### config.mk
export PLATFORM = sky130hd
export DESIGN_NAME = fm_register_write_queue
export DESIGN_NICKNAME = d
export VERILOG_FILES = /design/src/design/fmrwq_pkg.sv /design/src/design/fm_register_write_queue.sv
export SDC_FILE = /design/constraint.sdc
export NUM_CORES = 1
export LEC_CHECK = 0
export ABC_CLOCK_PERIOD_IN_PS = 4950
export BUFFER_PORTS_ARGS = -buffer_cell sky130_fd_sc_hd__buf_4
export CELL_PAD_IN_SITES_DETAIL_PLACEMENT = 2
export CELL_PAD_IN_SITES_GLOBAL_PLACEMENT = 2
export CORE_UTILIZATION = 35
export CTS_CLUSTER_DIAMETER = 120
export DETAILED_ROUTE_END_ITERATION = 16
export PLACE_DENSITY_LB_ADDON = 0.2
export SYNTH_ARGS = -nofsm -noshare
export SYNTH_HDL_FRONTEND = slang
export SYNTH_SLANG_ARGS = --single-unit
### constraint.sdc
create_clock -name clk -period 4.95 [get_ports clk]
set_input_delay 0.7425 -clock clk [delete_from_list [all_inputs] [get_ports clk]]
set_output_delay 0.7425 -clock clk [all_outputs]
set_load 0.01 [all_outputs]
### src/design/fmrwq_pkg.sv
// fmrwq_pkg: shared types and constants for the fm register write queue
// no dependencies
`default_nettype none

package fmrwq_pkg;

  localparam int REG_W  = 8;
  localparam int DATA_W = 8;
  localparam int ENTRY_W = REG_W + DATA_W;

  // command codes
  localparam logic CMD_WRITE = 1'b0;
  localparam logic CMD_DRAIN = 1'b1;

  // register address bands
  localparam logic [REG_W-1:0] REG_OPERATOR_BASE = 8'h40;
  localparam logic [REG_W-1:0] REG_CHANNEL_BASE  = 8'h20;
  localparam logic [REG_W-1:0] REG_KEY_ON        = 8'h08;

  typedef enum logic [1:0] {
    ST_IDLE  = 2'b01,
    ST_FLUSH = 2'b10
  } state_t;

  typedef struct packed {
    logic [REG_W-1:0]  chip_register;
    logic [DATA_W-1:0] chip_data;
  } entry_t;

endpackage

`default_nettype wire

### src/design/fm_register_write_queue.sv
// fm_register_write_queue: fifo of fm chip register writes with address forming
// depends on fmrwq_pkg
// queue store is a single-port-read synchronous memory inside this module
`default_nettype none

// A write command forms the chip address and data byte and is stored, producing
// no result unless it fills the queue. A drain command on a non-empty queue reads
// one entry through mem_q and the output register and gives one result marked last;
// on an empty queue it is taken and gives nothing. A write that fills the queue starts
// a flush that emits all QUEUE_DEPTH entries oldest first, the final one marked last;
// its pace is set by the single memory read port and one read in flight ahead of
// the output register. Inputs are held off during the flush. The store needs no
// clearing after reset.
module fm_register_write_queue
  import fmrwq_pkg::*;
#(
  parameter int QUEUE_DEPTH = 32
) (
  input  wire logic              clk,
  input  wire logic              rst_n,
  input  wire logic              in_valid,
  output logic                   in_stall,
  input  wire logic              in_command,
  input  wire logic [2:0]        in_channel,
  input  wire logic [1:0]        in_operator_index,
  input  wire logic [REG_W-1:0]  in_register_base,
  input  wire logic [DATA_W-1:0] in_write_data,
  output logic                   out_valid,
  input  wire logic              out_stall,
  output logic [REG_W-1:0]       out_chip_register,
  output logic [DATA_W-1:0]      out_chip_data,
  output logic                   out_last_of_run
);

  localparam int PTR_W = $clog2(QUEUE_DEPTH);
  localparam int CNT_W = $clog2(QUEUE_DEPTH + 1);
  localparam logic [PTR_W-1:0] PTR_LAST = PTR_W'(QUEUE_DEPTH - 1);
  localparam logic [CNT_W-1:0] CNT_FULL = CNT_W'(QUEUE_DEPTH);
  localparam logic [CNT_W-1:0] CNT_ONE  = CNT_W'(1);

  entry_t mem [QUEUE_DEPTH];
  entry_t mem_q;

  state_t            state_r, state_nxt;
  logic [PTR_W-1:0]  wr_ptr_r, wr_ptr_nxt;
  logic [PTR_W-1:0]  rd_ptr_r, rd_ptr_nxt;
  logic [CNT_W-1:0]  count_r, count_nxt;
  logic              pending_r, pending_last_r;
  logic              out_valid_r;
  logic              out_last_r;
  entry_t            out_entry_r;

  logic              in_xfer, out_xfer;
  logic              wr_en, rd_en, rd_last;
  logic              out_free;
  entry_t            wr_entry;

  assign in_xfer  = in_valid && !in_stall;
  assign out_xfer = out_valid_r && !out_stall;
  assign out_free = !out_valid_r || !out_stall;

  assign in_stall = (state_r != ST_IDLE) ||
                    ((in_command == CMD_DRAIN) && (count_r != '0) &&
                     (pending_r || out_valid_r));

  // address forming
  always_comb begin
    wr_entry.chip_register = in_register_base;
    wr_entry.chip_data     = in_write_data;
    if (in_register_base >= REG_OPERATOR_BASE) begin
      wr_entry.chip_register = in_register_base + {3'b000, in_operator_index, 3'b000}
                               + {5'b00000, in_channel};
    end else if (in_register_base >= REG_CHANNEL_BASE) begin
      wr_entry.chip_register = in_register_base + {5'b00000, in_channel};
    end else if (in_register_base == REG_KEY_ON) begin
      wr_entry.chip_data = in_write_data | {5'b00000, in_channel};
    end
  end

  always_comb begin
    state_nxt  = state_r;
    wr_ptr_nxt = wr_ptr_r;
    rd_ptr_nxt = rd_ptr_r;
    count_nxt  = count_r;
    wr_en      = 1'b0;
    rd_en      = 1'b0;
    rd_last    = 1'b1;
    case (state_r)
      ST_IDLE: begin
        if (in_xfer) begin
          if (in_command == CMD_WRITE) begin
            wr_en      = 1'b1;
            wr_ptr_nxt = (wr_ptr_r == PTR_LAST) ? '0 : wr_ptr_r + 1'b1;
            count_nxt  = count_r + 1'b1;
            if (count_nxt == CNT_FULL) begin
              state_nxt = ST_FLUSH;
            end
          end else if (count_r != '0) begin
            rd_en = 1'b1;
          end
        end
      end
      ST_FLUSH: begin
        if (!pending_r && out_free) begin
          rd_en   = 1'b1;
          rd_last = (count_r == CNT_ONE);
          if (count_r == CNT_ONE) begin
            state_nxt = ST_IDLE;
          end
        end
      end
      default: begin
        state_nxt = ST_IDLE;
      end
    endcase
    if (rd_en) begin
      rd_ptr_nxt = (rd_ptr_r == PTR_LAST) ? '0 : rd_ptr_r + 1'b1;
      count_nxt  = count_r - 1'b1;
    end
  end

  // queue store
  always_ff @(posedge clk) begin
    if (wr_en) begin
      mem[wr_ptr_r] <= wr_entry;
    end
    if (rd_en) begin
      mem_q <= mem[rd_ptr_r];
    end
  end

  always_ff @(posedge clk) begin
    if (!rst_n) begin
      state_r     <= ST_IDLE;
      wr_ptr_r    <= '0;
      rd_ptr_r    <= '0;
      count_r     <= '0;
      pending_r   <= 1'b0;
      out_valid_r <= 1'b0;
    end else begin
      state_r   <= state_nxt;
      wr_ptr_r  <= wr_ptr_nxt;
      rd_ptr_r  <= rd_ptr_nxt;
      count_r   <= count_nxt;
      pending_r <= rd_en;
      if (pending_r) begin
        out_valid_r <= 1'b1;
      end else if (out_xfer) begin
        out_valid_r <= 1'b0;
      end
    end
  end

  // output register payload
  always_ff @(posedge clk) begin
    if (rd_en) begin
      pending_last_r <= rd_last;
    end
    if (pending_r) begin
      out_entry_r <= mem_q;
      out_last_r  <= pending_last_r;
    end
  end

  assign out_valid         = out_valid_r;
  assign out_chip_register = out_entry_r.chip_register;
  assign out_chip_data     = out_entry_r.chip_data;
  assign out_last_of_run   = out_last_r;

  a_count_bound: assert property (@(posedge clk) disable iff (!rst_n)
    count_r <= CNT_FULL)
    else $error("entry count above queue depth");

  a_read_slot_free: assert property (@(posedge clk) disable iff (!rst_n)
    pending_r |-> !out_valid_r)
    else $error("read data returned while output register occupied");

  a_flush_holds_input: assert property (@(posedge clk) disable iff (!rst_n)
    (state_r == ST_FLUSH) |-> in_stall)
    else $error("input transfer taken during flush");

  a_fill_starts_flush: assert property (@(posedge clk) disable iff (!rst_n)
    (in_xfer && (in_command == CMD_WRITE) && (count_r == CNT_FULL - CNT_ONE))
      |=> (state_r == ST_FLUSH))
    else $error("filling write did not start a flush");

  a_flush_ends_empty: assert property (@(posedge clk) disable iff (!rst_n)
    ((state_r == ST_FLUSH) && (state_nxt == ST_IDLE)) |=> (count_r == '0))
    else $error("flush ended with entries left");

endmodule

`default_nettype wire
==> results.md <==
- Hold Violations, Final: 0
- RSZ-0062 raised after global routing: false
- Final HPWL DP: 36900 um
- Crit Path Category: register to register
- Met3 Use GR: about 3.8%
- Clk_skew: about 22 ps
- Post-synth top area cell: edfxtp_1
- Post-CTS sizing: 0
- Worst Hold Class: primary input to register
- Dominant synthesized flop cell: edfxtp_1
- Worst EP required: between 5000 and 6000 ps
- Yosys warns: 0
- Area of the multi-input gates: ~5100 um^2
- Maximum clock frequency: between 200 and 300 MHz
- Layout fillers: 5845
- DR DRC count: 0
- Initial DRC Count: 833
- Hold path cells: 3
- Cells after synthesis: between 1000 and 1500
- Starting Density: 35.6%
- Worst setup SP type: register
- Met2 Track Usage GR: approximately 32%
- Rows: 91
- Clock sinks: 566
- H-tree levels: 2
- Largest net degree at the start of global routing: 63
- Post-synthesis adder-cell area fraction: between 1 and 1.5%
- Reg clk slew, reported paths: approximately 60 ps
- CTS Buf Count: 60
- Hold-fix buffer count after cts: 0
- Slack of the critical path: ~1300 ps
- Die ar.: ~64000 um^2
- Yosys cell types: 55
- Worst-case clock buffer depth: 3
- GRT met1 Usage: a little over a quarter
- Mux share of post-synthesis cell area: around an eighth
- Seq/Total Area, Yosys: roughly 76%
- Largest family of logic cells by synthesized area: multiplexers
- Sequential cell area: between 15000 and 20000 um^2
- GRT busiest layer: met2
- Pwr dens: ~430 nW/um^2
- Total core area: a little over 60000 um^2
- Async S/R FF share, synth: 0%
- Synthesis-to-layout area growth: 15.9%
- Syn_area_per_cell: between 15 and 20 um^2
- Synth Area in XOR/XNOR: 0.277%
- Arr. time, crit path: around 4000 ps
- Setup TNS: 0 ps
- Wire per inst: about 29 um
- Die width: approximately 250 um
- Via count: ~11000
- Setup bufs post-CTS: 0
- CTS tree: built
- Fin nets: approximately 1300
- Share of the synthesized area in the top cell type: between 70% and 80%
- Synth Area in Simple Gates: under 10%
- FF-to-FF path depth: 4
- Post-synth EDFFs: approximately 550
- Mapped Area: roughly 22000 um^2
- First-pass GRT wire length: roughly 90000 um
- Crit Path Max Fanout: 41
- Worst vdd ir: between 200 and 300 uV
- Initial antenna violation count: 7
- Synth Area in Compound Gates: 5.23%
- Rel. slew slack: roughly 15%
- Ports: 45
- Max_cap viols: 0
- Crit. End Element: register
- IO Port Bufs: 44
- Vias per cell: between 5 and 6
- Vias in the first global route: roughly 12000
- Status: complete, no violations
- Proportion of layout cells with a drive suffix above 1: around a quarter
- Most common cell in the netlist: edfxtp_1
- Post-DRT Antenna Nets: 0
- CTS root buf: clkbuf_16
- Synth top cells by count: edfxtp_1 (546), mux4_2 (96), mux2i_1 (66)
- GRT Total Usage: a little under 20%
- Setup Slack @ Placement: around 1100 ps
- Setup violations, final: 0
- Synth Register Bits: between 500 and 600
- Worst slew pin tran: approximately 1300 ps
- LEAKAGE: roughly 7.9 nW
- Mapped Nets: between 1000 and 1500
- Worst-Skew Late Latency: 620 ps
- Final worst path period share: between 70% and 80%
- DP Area: 23700 um^2
- Die Y-Extent: ~250 um
- Clock period minus worst slack: between 3000 and 4000 ps
- Final instance area: 25600 um^2
- Total grt overflow: 0
- Synth top area cells: edfxtp_1 (74%), mux4_2 (9.8%), mux2i_1 (3.0%), dfxtp_1 (1.8%), a21oi_1 (1.0%)
- Slew Limit Fails: 0
- DRT Pass-1 Iters: 4
- Placer Congestion: ~0.75
- WL final: between 60000 and 70000 um
==> where the power goes <==
| part | internal, W | switching [W] | total (W) |
|---|---|---|---|
| Combinational | 0.000416 | 0.000589 | 0.00101 |
| Sequential | 0.00539 | 0.000111 | 0.00551 |
| Clock | 0.00254 | 0.00185 | 0.00439 |
| Total | 0.00835 | 0.00255 | 0.0109 |
==> cells in the final DEF, fill, tap and decap left out, types with 4 or more instances in the layout <==
cell and instances:
edfxtp_1 546, mux4_2 96, buf_4 96, mux2i_1 65
clkbuf_16 62, a21oi_1 45, nor2_1 42, nand2_1 30
a22oi_1 22, ha_1 17, clkbuf_1 17, dfxtp_1 17
o221ai_1 16, o22ai_1 16, inv_1 14, nand3_1 14
clkinv_1 14, a22o_1 12, clkinv_2 12, a2111oi_0 9
nand3b_1 9, o21ai_0 9, nor2_2 8, nor3_1 8
a21o_1 6, o211ai_1 5, bufinv_16 5, and3_1 4
nand4_1 4, o21a_1 4, a211oi_1 4, xor2_1 4
==> kinds of logic after synthesis <==
| logic type | count (synthesis) |
|---|---|
| flip-flops | 566 |
| multiplexers | 163 |
| adder cells (fa/ha/maj) | 18 |
| AND/OR/NAND/NOR | 142 |
| AO/OA/AOI/OAI | 166 |
| buffers and inverters | 70 |
| XOR/XNOR | 7 |
==> through the flow <==
stage          instances  hold WS (ps)  util [%]  power, W
2_1_floorplan       1132           400         -   0.00621
3_3_place_gp        2010           404      38.2   0.00660
3_5_place_dp        2011           408      38.2   0.00664
4_1_cts             2123           385      41.3    0.0110
5_1_grt             2123           440      41.3    0.0113
6_report            2126           420      41.3    0.0109
==> per-layer routing <==
metal | wire [um] | share of wire, %
met3 | 3370 | 5.4
met5 | 8 | 0.013
met1 | 27300 | 44
met2 | 30000 | 49
met4 | 1150 | 1.9
==> worst max-delay path: stages (launching register included) <==
cell and delay, ps:
dfxtp_4 910, buf_4 590, mux4_2 590, a211oi_1 1060, a22oi_1 130
==> worst paths after layout <==
check,start,endpoint,slack [ps]
worst max-delay path,rd_ptr_r[0],mem_q[9],1260
worst min-delay path,rst_n,rd_ptr_r[3],420
worst min register to register,pending_last_r,out_last_of_run,420
worst max register to register,rd_ptr_r[0],mem_q[9],1260
==> area by class of cell <==
class	instances	share of cell area, %
antenna	3	0.0293
timing repair buffer	98	2.91
inverter	14	0.205
sequential	566	65.5
clock inverter	33	1.12
clock buffer	79	6.30
multi-input combinational	496	19.8
tap	837	4.08
==> sequential cells by signal, summed over array words and instances, names as in the netlist, 2 cells and up <==
register           cells
state_r                2
wr_ptr_r               5
mem                  512
rd_ptr_r               5
out_chip_register      8
mem_q                 16
count_r                6
out_chip_data          8
Note: power is estimated with default switching activity, not from simulation.
